### src/sv/tgss_pkg.sv
// Shared types and codes for the toroidal grid spread step block.
package tgss_pkg;

   // Configuration registers
   localparam int CSR_W = 7;
   localparam int CSR_IDX_W = 1;
   localparam logic [CSR_IDX_W-1:0] CSR_ROWS_USED = 1'd0;
   localparam logic [CSR_IDX_W-1:0] CSR_COLS_USED = 1'd1;
   localparam logic [CSR_W-1:0] CSR_SIZE_RESET = 7'd64;

   // Request operation codes
   localparam logic [1:0] OP_LOAD = 2'd0;
   localparam logic [1:0] OP_STEP = 2'd1;
   localparam logic [1:0] OP_READ = 2'd2;

   // Grid address select
   localparam logic [2:0] ASEL_CENTER = 3'd0;
   localparam logic [2:0] ASEL_UP     = 3'd1;
   localparam logic [2:0] ASEL_DOWN   = 3'd2;
   localparam logic [2:0] ASEL_LEFT   = 3'd3;
   localparam logic [2:0] ASEL_RIGHT  = 3'd4;

   // Write data select
   localparam logic [1:0] WSEL_VALUE = 2'd0;
   localparam logic [1:0] WSEL_RDATA = 2'd1;
   localparam logic [1:0] WSEL_LABEL = 2'd2;

   // Response data select
   localparam logic [1:0] RSEL_ZERO  = 2'd0;
   localparam logic [1:0] RSEL_RDATA = 2'd1;
   localparam logic [1:0] RSEL_LABEL = 2'd2;

   typedef struct packed {
      logic [1:0] operation;
      logic [5:0] row;
      logic [5:0] col;
      logic [7:0] value;
   } tgss_req_type;

   typedef struct packed {
      logic [7:0] cell_value;
      logic       coord_error;
   } tgss_rsp_type;

   typedef struct packed {
      logic       req_capture;
      logic       ram_en;
      logic       ram_we;
      logic [2:0] addr_sel;
      logic [1:0] wdata_sel;
      logic       label_capture;
      logic       rsp_load;
      logic [1:0] rsp_sel;
   } tgss_cmd_type;

   typedef struct packed {
      logic [1:0] op;
      logic       coord_err;
   } tgss_stat_type;

endpackage

### src/sv/tgss_ctrl.sv
// Controller: sequences grid accesses per request and owns the handshakes.
module tgss_ctrl (
   input  logic                   clock,
   input  logic                   reset,
   input  logic                   req_valid,
   output logic                   req_ready,
   output logic                   rsp_valid,
   input  logic                   rsp_ready,
   input  tgss_pkg::tgss_stat_type stat,
   output tgss_pkg::tgss_cmd_type  cmd
);
   import tgss_pkg::*;

   localparam logic [2:0] S_IDLE  = 3'd0;
   localparam logic [2:0] S_ISSUE = 3'd1;
   localparam logic [2:0] S_CAP   = 3'd2;
   localparam logic [2:0] S_W1    = 3'd3;
   localparam logic [2:0] S_W2    = 3'd4;
   localparam logic [2:0] S_W3    = 3'd5;

   logic [2:0] state_ff, state_in;
   logic       rsp_valid_ff, rsp_valid_in;
   logic       rsp_free;

   assign rsp_free = !rsp_valid_ff || rsp_ready;

   always_comb begin
      state_in  = state_ff;
      cmd       = '0;
      req_ready = 1'b0;
      case (state_ff)
         S_IDLE: begin
            // no request is taken while reset is held
            req_ready = !reset;
            if (req_valid && !reset) begin
               cmd.req_capture = 1'b1;
               state_in = S_ISSUE;
            end
         end
         S_ISSUE: begin
            if (stat.coord_err || !(stat.op inside {OP_LOAD, OP_STEP, OP_READ})) begin
               cmd.rsp_sel = RSEL_ZERO;
               if (rsp_free) begin
                  cmd.rsp_load = 1'b1;
                  state_in = S_IDLE;
               end
            end else if (stat.op == OP_LOAD) begin
               // rewrite while stalled is harmless
               cmd.ram_en    = 1'b1;
               cmd.ram_we    = 1'b1;
               cmd.addr_sel  = ASEL_CENTER;
               cmd.wdata_sel = WSEL_VALUE;
               cmd.rsp_sel   = RSEL_ZERO;
               if (rsp_free) begin
                  cmd.rsp_load = 1'b1;
                  state_in = S_IDLE;
               end
            end else begin
               cmd.ram_en   = 1'b1;
               cmd.addr_sel = ASEL_CENTER;
               state_in = S_CAP;
            end
         end
         S_CAP: begin
            cmd.label_capture = 1'b1;
            if (stat.op == OP_READ) begin
               cmd.rsp_sel = RSEL_RDATA;
               if (rsp_free) begin
                  cmd.rsp_load = 1'b1;
                  state_in = S_IDLE;
               end
            end else begin
               cmd.ram_en    = 1'b1;
               cmd.ram_we    = 1'b1;
               cmd.addr_sel  = ASEL_UP;
               cmd.wdata_sel = WSEL_RDATA;
               state_in = S_W1;
            end
         end
         S_W1: begin
            cmd.ram_en    = 1'b1;
            cmd.ram_we    = 1'b1;
            cmd.addr_sel  = ASEL_DOWN;
            cmd.wdata_sel = WSEL_LABEL;
            state_in = S_W2;
         end
         S_W2: begin
            cmd.ram_en    = 1'b1;
            cmd.ram_we    = 1'b1;
            cmd.addr_sel  = ASEL_LEFT;
            cmd.wdata_sel = WSEL_LABEL;
            state_in = S_W3;
         end
         S_W3: begin
            cmd.ram_en    = 1'b1;
            cmd.ram_we    = 1'b1;
            cmd.addr_sel  = ASEL_RIGHT;
            cmd.wdata_sel = WSEL_LABEL;
            cmd.rsp_sel   = RSEL_LABEL;
            if (rsp_free) begin
               cmd.rsp_load = 1'b1;
               state_in = S_IDLE;
            end
         end
         default: begin
            state_in = S_IDLE;
         end
      endcase
   end

   always_comb begin
      rsp_valid_in = rsp_valid_ff;
      if (cmd.rsp_load) begin
         rsp_valid_in = 1'b1;
      end else if (rsp_ready) begin
         rsp_valid_in = 1'b0;
      end
   end

   always_ff @(posedge clock) begin
      if (reset) begin
         state_ff     <= S_IDLE;
         rsp_valid_ff <= 1'b0;
      end else begin
         state_ff     <= state_in;
         rsp_valid_ff <= rsp_valid_in;
      end
   end

   assign rsp_valid = rsp_valid_ff;

endmodule

### config.mk
export PLATFORM = sky130hd
export DESIGN_NAME = tgss_ctrl
export DESIGN_NICKNAME = d
export VERILOG_FILES = /design/src/sv/tgss_pkg.sv /design/src/sv/tgss_ctrl.sv
export SDC_FILE = /design/constraint.sdc
export NUM_CORES = 1
export LEC_CHECK = 0
export BUFFER_PORTS_ARGS = -buffer_cell sky130_fd_sc_hd__buf_2
export CAP_MARGIN = 20
export CORE_AREA = 2 2 39 41
export CTS_BUF_LIST = sky130_fd_sc_hd__clkbuf_8 sky130_fd_sc_hd__clkbuf_16
export DETAILED_ROUTE_END_ITERATION = 7
export DIE_AREA = 0 0 41 43
export HOLD_SLACK_MARGIN = 0.08
export SYNTH_ARGS = -nofsm -noshare
export SYNTH_HDL_FRONTEND = slang
export SYNTH_SLANG_ARGS = --single-unit
### constraint.sdc
create_clock -name clock -period 2.55 [get_ports clock]
set_clock_uncertainty 0.05 [all_clocks]
set_input_delay 0.1275 -clock clock [delete_from_list [all_inputs] [get_ports clock]]
set_output_delay 0.1275 -clock clock [all_outputs]
set_load 0.01 [all_outputs]
==> impl_metrics.tcl, run 1 <==
set metrics [dict create \
    p_int_w 0.000199 \
    grt_pass1_wl_um 1520 \
    max_cap_viol_count 0 \
    hold_violations 0 \
    area_delta_synth_final_pct 31.4 \
    cts.sinks 4 \
    critPathMaxFanout 12 \
    wl_um 1030 \
    syn_area_per_cell_um2 7.77 \
    gp_congestion 0.785 \
    viasPerCell 4.91 \
    p_sw_w 0.0000753 \
    fin_util_pct 42.8 \
    hold_path.class "in -> reg" \
    synth_flop_cell "dfxtp_1" \
    grt_usage_pct 13.0 \
    die_area_um2 1760 \
    path_clk_slew_ns 0.03 \
    drt_iter0_markers 8 \
    power_density_nw_per_um2 464 \
    ctsHtreeMaxLevel 1 \
    clockPowerShare_pct 49.0 \
    initial_utilization_pct 32.5 \
    cts_tree "built" \
    wl_per_cell_um 10.9 \
    drtPass1Iterations 4 \
    grt_pass1_vias 348 \
    portBuffers 20 \
    hpwlAfterDp_um 777 \
    design_area_um2 592 \
    slew_viol_final 0 \
    setup_viol 0 \
    clockRootBuffer "clkbuf_8" \
    drive_above_1_share_pct 45.6 \
    synth.area.top_cells "dfxtp_1, a21oi_2, buf_6" \
    cp-start-kind "register" \
    clk_path_buf_depth 2 \
    register_area_um2 80.1 \
    timing.final.crit_share_pct 70.7 \
    multi_input_area_um2 323 \
    rows 14 \
    die_h_um 43 \
    num_antenna_cells 0 \
    synth_cells 58 \
    synth-seq-cells 4 \
    power_leakage_nw 0.291 \
    final_cell_mix "buf_2, nor2_1, nand2_1, dfxtp_1" \
    remaining_drc_errors 0 \
    yosysTopAreaCell "dfxtp_1" \
    setup_tns_ns 0 \
    worstSetupPathType "reg -> out" \
    p_comb_share_pct 23.6 \
    ios 21 \
    antenna_found_initial 0 \
    fill_cells 153 \
    period_minus_slack_ns 1.80 \
    arrival_ns 1.62 \
    peakVddDrop_uv 402 \
    layout_commonest_cell "buf_2" \
    ant_nets 0 \
    max_freq_mhz 555 \
    core_area_um2 1380 \
    netlist_area_um2 450 \
    placedCellCount 91 \
    synth_top_area_share_pct 17.8 \
    ys_types 34 \
    grt_start_max_net_pins 15 \
    clk_latency_ns 0.22 \
    seqPwrFrac_pct 27.4 \
    synth_edf_count 0 \
    ys_seq_area_share_pct 17.8 \
    fin_nets 88 \
    rsz0062_at_grt "false" \
    required_ns 2.37 \
    switching_share_pct 27.4 \
    syn-num-nets 65 \
    die_w_um 41 \
    synth-warning-count 0 \
    end_kind "primary output" \
    slew_headroom_pct 67.1 \
    placed_area_um2 541 \
    fin_cells 95 \
    worstMarginPinSlew_ns 0.492 \
    overflow 0 \
    num_vias 466 \
    synthArstFlopShare_pct 0 \
    cts_inserted_buffers 3 \
    status "completed" \
]
-- state kept, by name, indices dropped and copies added (netlist names) --
name and flops:
rsp_valid 1, state_ff 3
-- synthesized netlist by cell type, types with 2 or more instances --
library cell,instances
nand2b_1,2
inv_1,2
a21oi_2,3
o21ai_1,3
nand2_1,4
and2_1,2
nor3_1,3
nor2_1,6
mux2i_1,2
dfxtp_1,4
buf_6,2
a21oi_1,3
-- repair_timing --
action,4_1_cts,5_1_grt
resized for setup,0,0
endpoints found under the hold margin,1,0
buffers inserted,0,0
hold buffers,1,0
-- power groups by stage --
stage / clock, W / combinational, W / sequential, W
2_1_floorplan: 0 / 0.0000519 / 0.0000713
3_3_place_gp: 0 / 0.0000633 / 0.0000758
3_5_place_dp: 0 / 0.0000635 / 0.0000759
4_1_cts: 0.000137 / 0.0000650 / 0.0000752
5_1_grt: 0.000144 / 0.0000714 / 0.0000759
6_report: 0.000135 / 0.0000648 / 0.0000753
-- worst paths after layout --
check | start | end | slack [ns] | depth (start not counted)
setup reg to reg | state_ff[0] | state_ff[0] | 1.09 | 6
hold / removal | rsp_ready | rsp_valid | 0.14 | 3
hold reg to reg | rsp_valid | rsp_valid | 0.51 | 2
setup / recovery | state_ff[0] | cmd[2] | 0.75 | 7
-- per-stage QoR --
| stage | hold WS [ns] | setup slack [ns] | power [W] |
|---|---|---|---|
| floorplan | 0.140 | 1.17 | 0.000123 |
| finish | 0.136 | 0.748 | 0.000275 |
| detailed placement | 0.290 | 0.981 | 0.000139 |
| global route | 0.143 | 0.651 | 0.000291 |
| CTS | 0.134 | 0.741 | 0.000277 |
| global placement | 0.296 | 0.992 | 0.000139 |
-- logic make-up after synthesis --
family	share of synthesized area (%)
buffers and inverters	10.6
AOI/OAI and AO/OA	29.7
muxes	4.44
and+or+nand+nor	35.6
DFF	17.8
xor gates and xnor gates	1.94
-- worst max-delay path: stages (launching register included) --
cell	delay, ns
dfxtp_1	0.58
inv_1	0.16
nand3_4	0.10
inv_2	0.06
mux2i_1	0.13
o22a_1	0.19
nor2_1	0.04
buf_2	0.14
-- layer usage --
metal | track usage (%) | up-vias | wire [um]
li1 | - | 243 | -
met1 | 18.5 | 207 | 522
met2 | 15.9 | 16 | 444
met3 | 7.85 | 0 | 66
met4 | 4.00 | 0 | 0
met5 | 0 | - | 0
-- final cells by class --
type                       count  area share, %
multi-input combinational     47           54.5
sequential                     4           13.5
timing repair buffer          21           18.6
inverter                       4           2.96
tap                           16           3.38
clock buffer                   3           6.98
(Power assumes the default switching activity.)
==> run 2: changes to the inputs <==
Clock period 2.55 ns to 1.85 ns, I/O delays scaled along.
==> run 2 against run 1 <==
Compared with the run above:
- critical endpoint unchanged
- count of clock-buffer cells in the layout is the same
- design area increased by 0.21%
- die area is the same
==> impl_metrics.tcl, run 2 (synthesized netlist as in run 1, its figures left out) <==
set metrics [dict create \
    status "completed" \
    setup_viol 0 \
    drt_iter0_markers 7 \
    critPathMaxFanout 14 \
    num_vias 465 \
    power_density_nw_per_um2 640 \
    total_power_w 0.000380 \
    cp_slowest_stage_delay_ns 0.62 \
    viasPerCell 4.89 \
    clk_latency_ns 0.22 \
    ctsHtreeMaxLevel 1 \
    fin_nets 88 \
    drive_above_1_share_pct 46.8 \
    ant_nets 0 \
    end_kind "primary output" \
    p_comb_share_pct 23.6 \
    num_antenna_cells 0 \
    die_w_um 41 \
    wl_um 1040 \
    drtPass1Iterations 4 \
    layout_commonest_cell "buf_2" \
    required_ns 1.71 \
    gp_congestion 0.785 \
    clockPowerShare_pct 48.9 \
    remaining_drc_errors 0 \
    largest_register_ffs 3 \
    rows 14 \
    seqPwrFrac_pct 27.5 \
    grt_start_max_net_pins 15 \
    cp-start-kind "register" \
    worstSetupPathType "reg -> out" \
    antenna_found_initial 0 \
    hold_violations 0 \
    max_freq_mhz 576 \
    core_area_um2 1380 \
    portBuffers 20 \
    cts.sinks 4 \
    crit_buf_inv 1 \
    initial_utilization_pct 32.5 \
    slew_headroom_pct 67.1 \
    grt_usage_pct 13.1 \
    cpLargestDelayFamily "flip-flops" \
    critical_path.cell_chain "and2b_4, mux2i_1, o22a_1, nor2_1, buf_2" \
    regMostFlops "state_ff" \
    hold_path.class "in -> reg" \
    timing.final.crit_share_pct 93.8 \
    rsz0062_at_grt "false" \
    peakVddDrop_uv 553 \
    setup_slack_ns 0.114 \
    cp_slowest_cell "dfxtp_1" \
    p_sw_w 0.000104 \
    grt_pass1_wl_um 1530 \
    clk_path_buf_depth 2 \
    worstMarginPinSlew_ns 0.493 \
    grt_pass1_vias 348 \
    power_leakage_nw 0.291 \
    wl_per_cell_um 11.0 \
    setup_tns_ns 0 \
    p_int_w 0.000276 \
    cts_tree "built" \
    max_cap_viol_count 0 \
    clockRootBuffer "clkbuf_8" \
    period_minus_slack_ns 1.74 \
    switching_share_pct 27.4 \
    area_delta_synth_final_pct 31.7 \
    fin_util_pct 42.9 \
    path_clk_slew_ns 0.03 \
    place_ws_ns 0.316 \
    final_cell_mix "buf_2, nor2_1, nand2_1" \
    post_cts_buffers 0 \
    ios 21 \
    overflow 0 \
    cts_inserted_buffers 3 \
    hpwlAfterDp_um 777 \
    slew_viol_final 0 \
    die_area_um2 1760 \
    arrival_ns 1.59 \
    die_h_um 43 \
]
run 2: cell counts in the layout (fill, tap and decap cells not counted):
No cell type changed its count.
run 2: path summary, 6_finish.rpt:
check                                 end  cells after the start         from  slack (ns)
worst max-delay path               cmd[2]                      5  state_ff[1]        0.11
worst min register to register  rsp_valid                      2    rsp_valid        0.51
worst max register to register  rsp_valid                      4  state_ff[1]        0.44
worst min-delay path            rsp_valid                      3    rsp_ready        0.10
run 2: through the flow:
stage               hold slack [ns]  std cells  cell area (um^2)
floorplan                     0.105         58               450
global placement              0.261         91               541
detailed placement            0.255         91               541
CTS                          0.0993         95               592
global route                  0.108         95               593
finish                        0.101         95               593
run 2: power groups by stage:
stage | sequential (W) | clock, W | combinational [W]
after CTS | 0.000104 | 0.000189 | 0.0000896
after floorplan | 0.0000983 | 0 | 0.0000716
after detailed placement | 0.000105 | 0 | 0.0000875
after global routing | 0.000105 | 0.000198 | 0.0000984
final | 0.000105 | 0.000186 | 0.0000895
after global placement | 0.000104 | 0 | 0.0000872
run 2: routing by layer:
| metal | vias up | share of wire (%) | track usage [%] |
|---|---|---|---|
| li1 | 245 | - | - |
| met1 | 198 | 51 | 18.8 |
| met5 | - | 0 | 0 |
| met3 | 0 | 8.9 | 7.85 |
| met2 | 22 | 40 | 15.9 |
| met4 | 0 | 0 | 4.00 |
run 2: final cells by class:
| class | instances | area [um^2] |
|---|---|---|
| inverter | 4 | 17.5 |
| clock buffer | 3 | 41.3 |
| multi-input combinational | 47 | 323 |
| tap | 16 | 20.0 |
| timing repair buffer | 21 | 110 |
| sequential | 4 | 81.3 |
| fill | 153 | 791 |
run 2: worst register-to-register path: cells and delay by family (launching register included):
family / cells / cell delay, ns
AO/OA/AOI/OAI: 2 / 0.25
AND/OR/NAND/NOR: 1 / 0.27
multiplexers: 1 / 0.12
flip-flops: 1 / 0.62
run 2: timing repair:
action / CTS / global route
endpoints found under the hold margin: 1 / 0
resized for setup: 0 / 1
hold buffers: 1 / 0
endpoints found under the setup margin: 0 / 1
==> run 3: changes to the inputs <==
Settings changed: CELL_PAD_IN_SITES_DETAIL_PLACEMENT set to 2, CELL_PAD_IN_SITES_GLOBAL_PLACEMENT set to 2, CORE_AREA 2 2 39 41 to unset, CORE_MARGIN set to 2, CORE_UTILIZATION set to 23, DIE_AREA 0 0 41 43 to unset, PLACE_DENSITY_LB_ADDON set to 0.1.
==> run 3 against run 2 <==
Compared with the run above:
- first-iteration DRC count down 71%
- sequential power about the same
- fmax increased by 6.8%
- final cell count is 12% higher
- hold slack hardly changed
- core utilization fell by 11 points
- worst setup slack improved by 0.11 ns
- register-to-register slack improved by 0.10 ns
- critical path type unchanged
- largest cell class unchanged
- non-clock buffer count is the same
- combinational power up 2.8%
- largest power group unchanged
- sequential cell count unchanged
==> impl_metrics.tcl, run 3 (synthesized netlist as in run 1, its figures left out) <==
set metrics [dict create \
    multi_input_area_um2 323 \
    placed_area_um2 554 \
    end_kind "primary output" \
    drive_above_1_share_pct 48.1 \
    power_density_nw_per_um2 624 \
    hold_path.class "in -> reg" \
    gp_congestion 0.660 \
    portBuffers 20 \
    period_minus_slack_ns 1.63 \
    hpwlAfterDp_um 1060 \
    cp_slowest_stage_delay_ns 0.49 \
    rsz0062_at_grt "false" \
    max_cap_viol_count 0 \
    num_vias 491 \
    die_h_um 48.3 \
    largest_register_ffs 3 \
    remaining_drc_errors 0 \
    num_antenna_cells 0 \
    final_cell_mix "buf_2, nor2_1, nand2_1" \
    cts.sinks 4 \
    antenna_found_initial 0 \
    hold_violations 0 \
    fin_nets 88 \
    die_area_um2 2330 \
    setup_viol 0 \
    ios 21 \
    post_cts_buffers 0 \
    grt_usage_pct 13.2 \
    setup_tns_ns 0 \
    grt_start_max_net_pins 15 \
    rows 16 \
    area_delta_synth_final_pct 35.0 \
    wl_per_cell_um 12.4 \
    required_ns 1.71 \
    clk_path_buf_depth 2 \
    ctsHtreeMaxLevel 1 \
    cts_inserted_buffers 3 \
    cp-start-kind "register" \
    layout_commonest_cell "buf_2" \
    cts_tree "built" \
    slew_viol_final 0 \
    slew_headroom_pct 70.4 \
    worstSetupPathType "reg -> out" \
    fill_cells 243 \
    status "completed" \
    ant_nets 0 \
    viasPerCell 4.63 \
    design_area_um2 608 \
    grt_pass1_wl_um 2100 \
    fin_util_pct 32.0 \
    clk_latency_ns 0.22 \
    drt_iter0_markers 2 \
    power_leakage_nw 0.291 \
    regMostFlops "state_ff" \
    die_w_um 48.3 \
    drtPass1Iterations 2 \
    wl_um 1310 \
    path_clk_slew_ns 0.03 \
    timing.final.crit_share_pct 87.9 \
    initial_utilization_pct 23.7 \
    max_freq_mhz 615 \
    core_area_um2 1900 \
    clockRootBuffer "clkbuf_8" \
    overflow 0 \
    critPathMaxFanout 8 \
    register_area_um2 82.6 \
    peakVddDrop_uv 344 \
    worstMarginPinSlew_ns 0.440 \
    critical_path.cell_chain "inv_4, nand3_4, inv_2, mux2i_1, o22a_1, nor2_1, buf_2" \
    arrival_ns 1.48 \
    cp_slowest_cell "dfxtp_1" \
    grt_pass1_vias 459 \
]
[run 3: what timing repair did]
| action | 4_1_cts | 5_1_grt |
|---|---|---|
| hold endpoints to repair | 1 | 0 |
| endpoints found under the setup margin | 0 | 1 |
| gates resized for setup | 0 | 2 |
| hold buffers | 1 | 0 |
[run 3: critical path: cells and delay by family (launching register included)]
family / cells / cell delay (ns)
simple gates: 2 / 0.16
buf+inv: 3 / 0.31
compound gates: 1 / 0.18
mux: 1 / 0.12
flops: 1 / 0.49
[run 3: stage by stage]
stage / total power, W / setup WS [ns] / std cells / hold slack (ns)
4_1_cts: 0.000386 / 0.0354 / 106 / 0.102
3_3_place_gp: 0.000196 / 0.275 / 102 / 0.265
2_1_floorplan: 0.000170 / 0.508 / 58 / 0.105
3_5_place_dp: 0.000197 / 0.280 / 102 / 0.268
5_1_grt: 0.000408 / 0.0746 / 106 / 0.107
6_report: 0.000380 / 0.224 / 106 / 0.101
[run 3: layer usage]
layer / track usage [%] / up-vias / routed length (um)
li1: - / 246 / -
met1: 16.3 / 228 / 612
met2: 22.1 / 14 / 614
met3: 4.44 / 3 / 74
met4: 3.24 / 0 / 10
met5: 0 / - / 0
[run 3: where the power goes]
| part | switching (W) | internal (W) | total [W] |
|---|---|---|---|
| clock | 0.0000444 | 0.000139 | 0.000183 |
| sequential | 0.0000120 | 0.0000926 | 0.000105 |
| combinational | 0.0000478 | 0.0000442 | 0.0000920 |
[run 3: final timing paths]
kind / depth (start not counted) / to / slack, ns / start
max: 7 / cmd[2] / 0.22 / state_ff[2]
min: 3 / rsp_valid / 0.10 / rsp_ready
max reg2reg: 6 / state_ff[0] / 0.54 / state_ff[2]
min reg2reg: 2 / rsp_valid / 0.50 / rsp_valid
[run 3: final cells by class]
cell class,count,area share (%)
sequential,4,13.6
inverter,4,2.88
timing repair buffer,21,18.1
clock buffer,3,6.79
multi-input combinational,47,53.1
tap,27,5.56
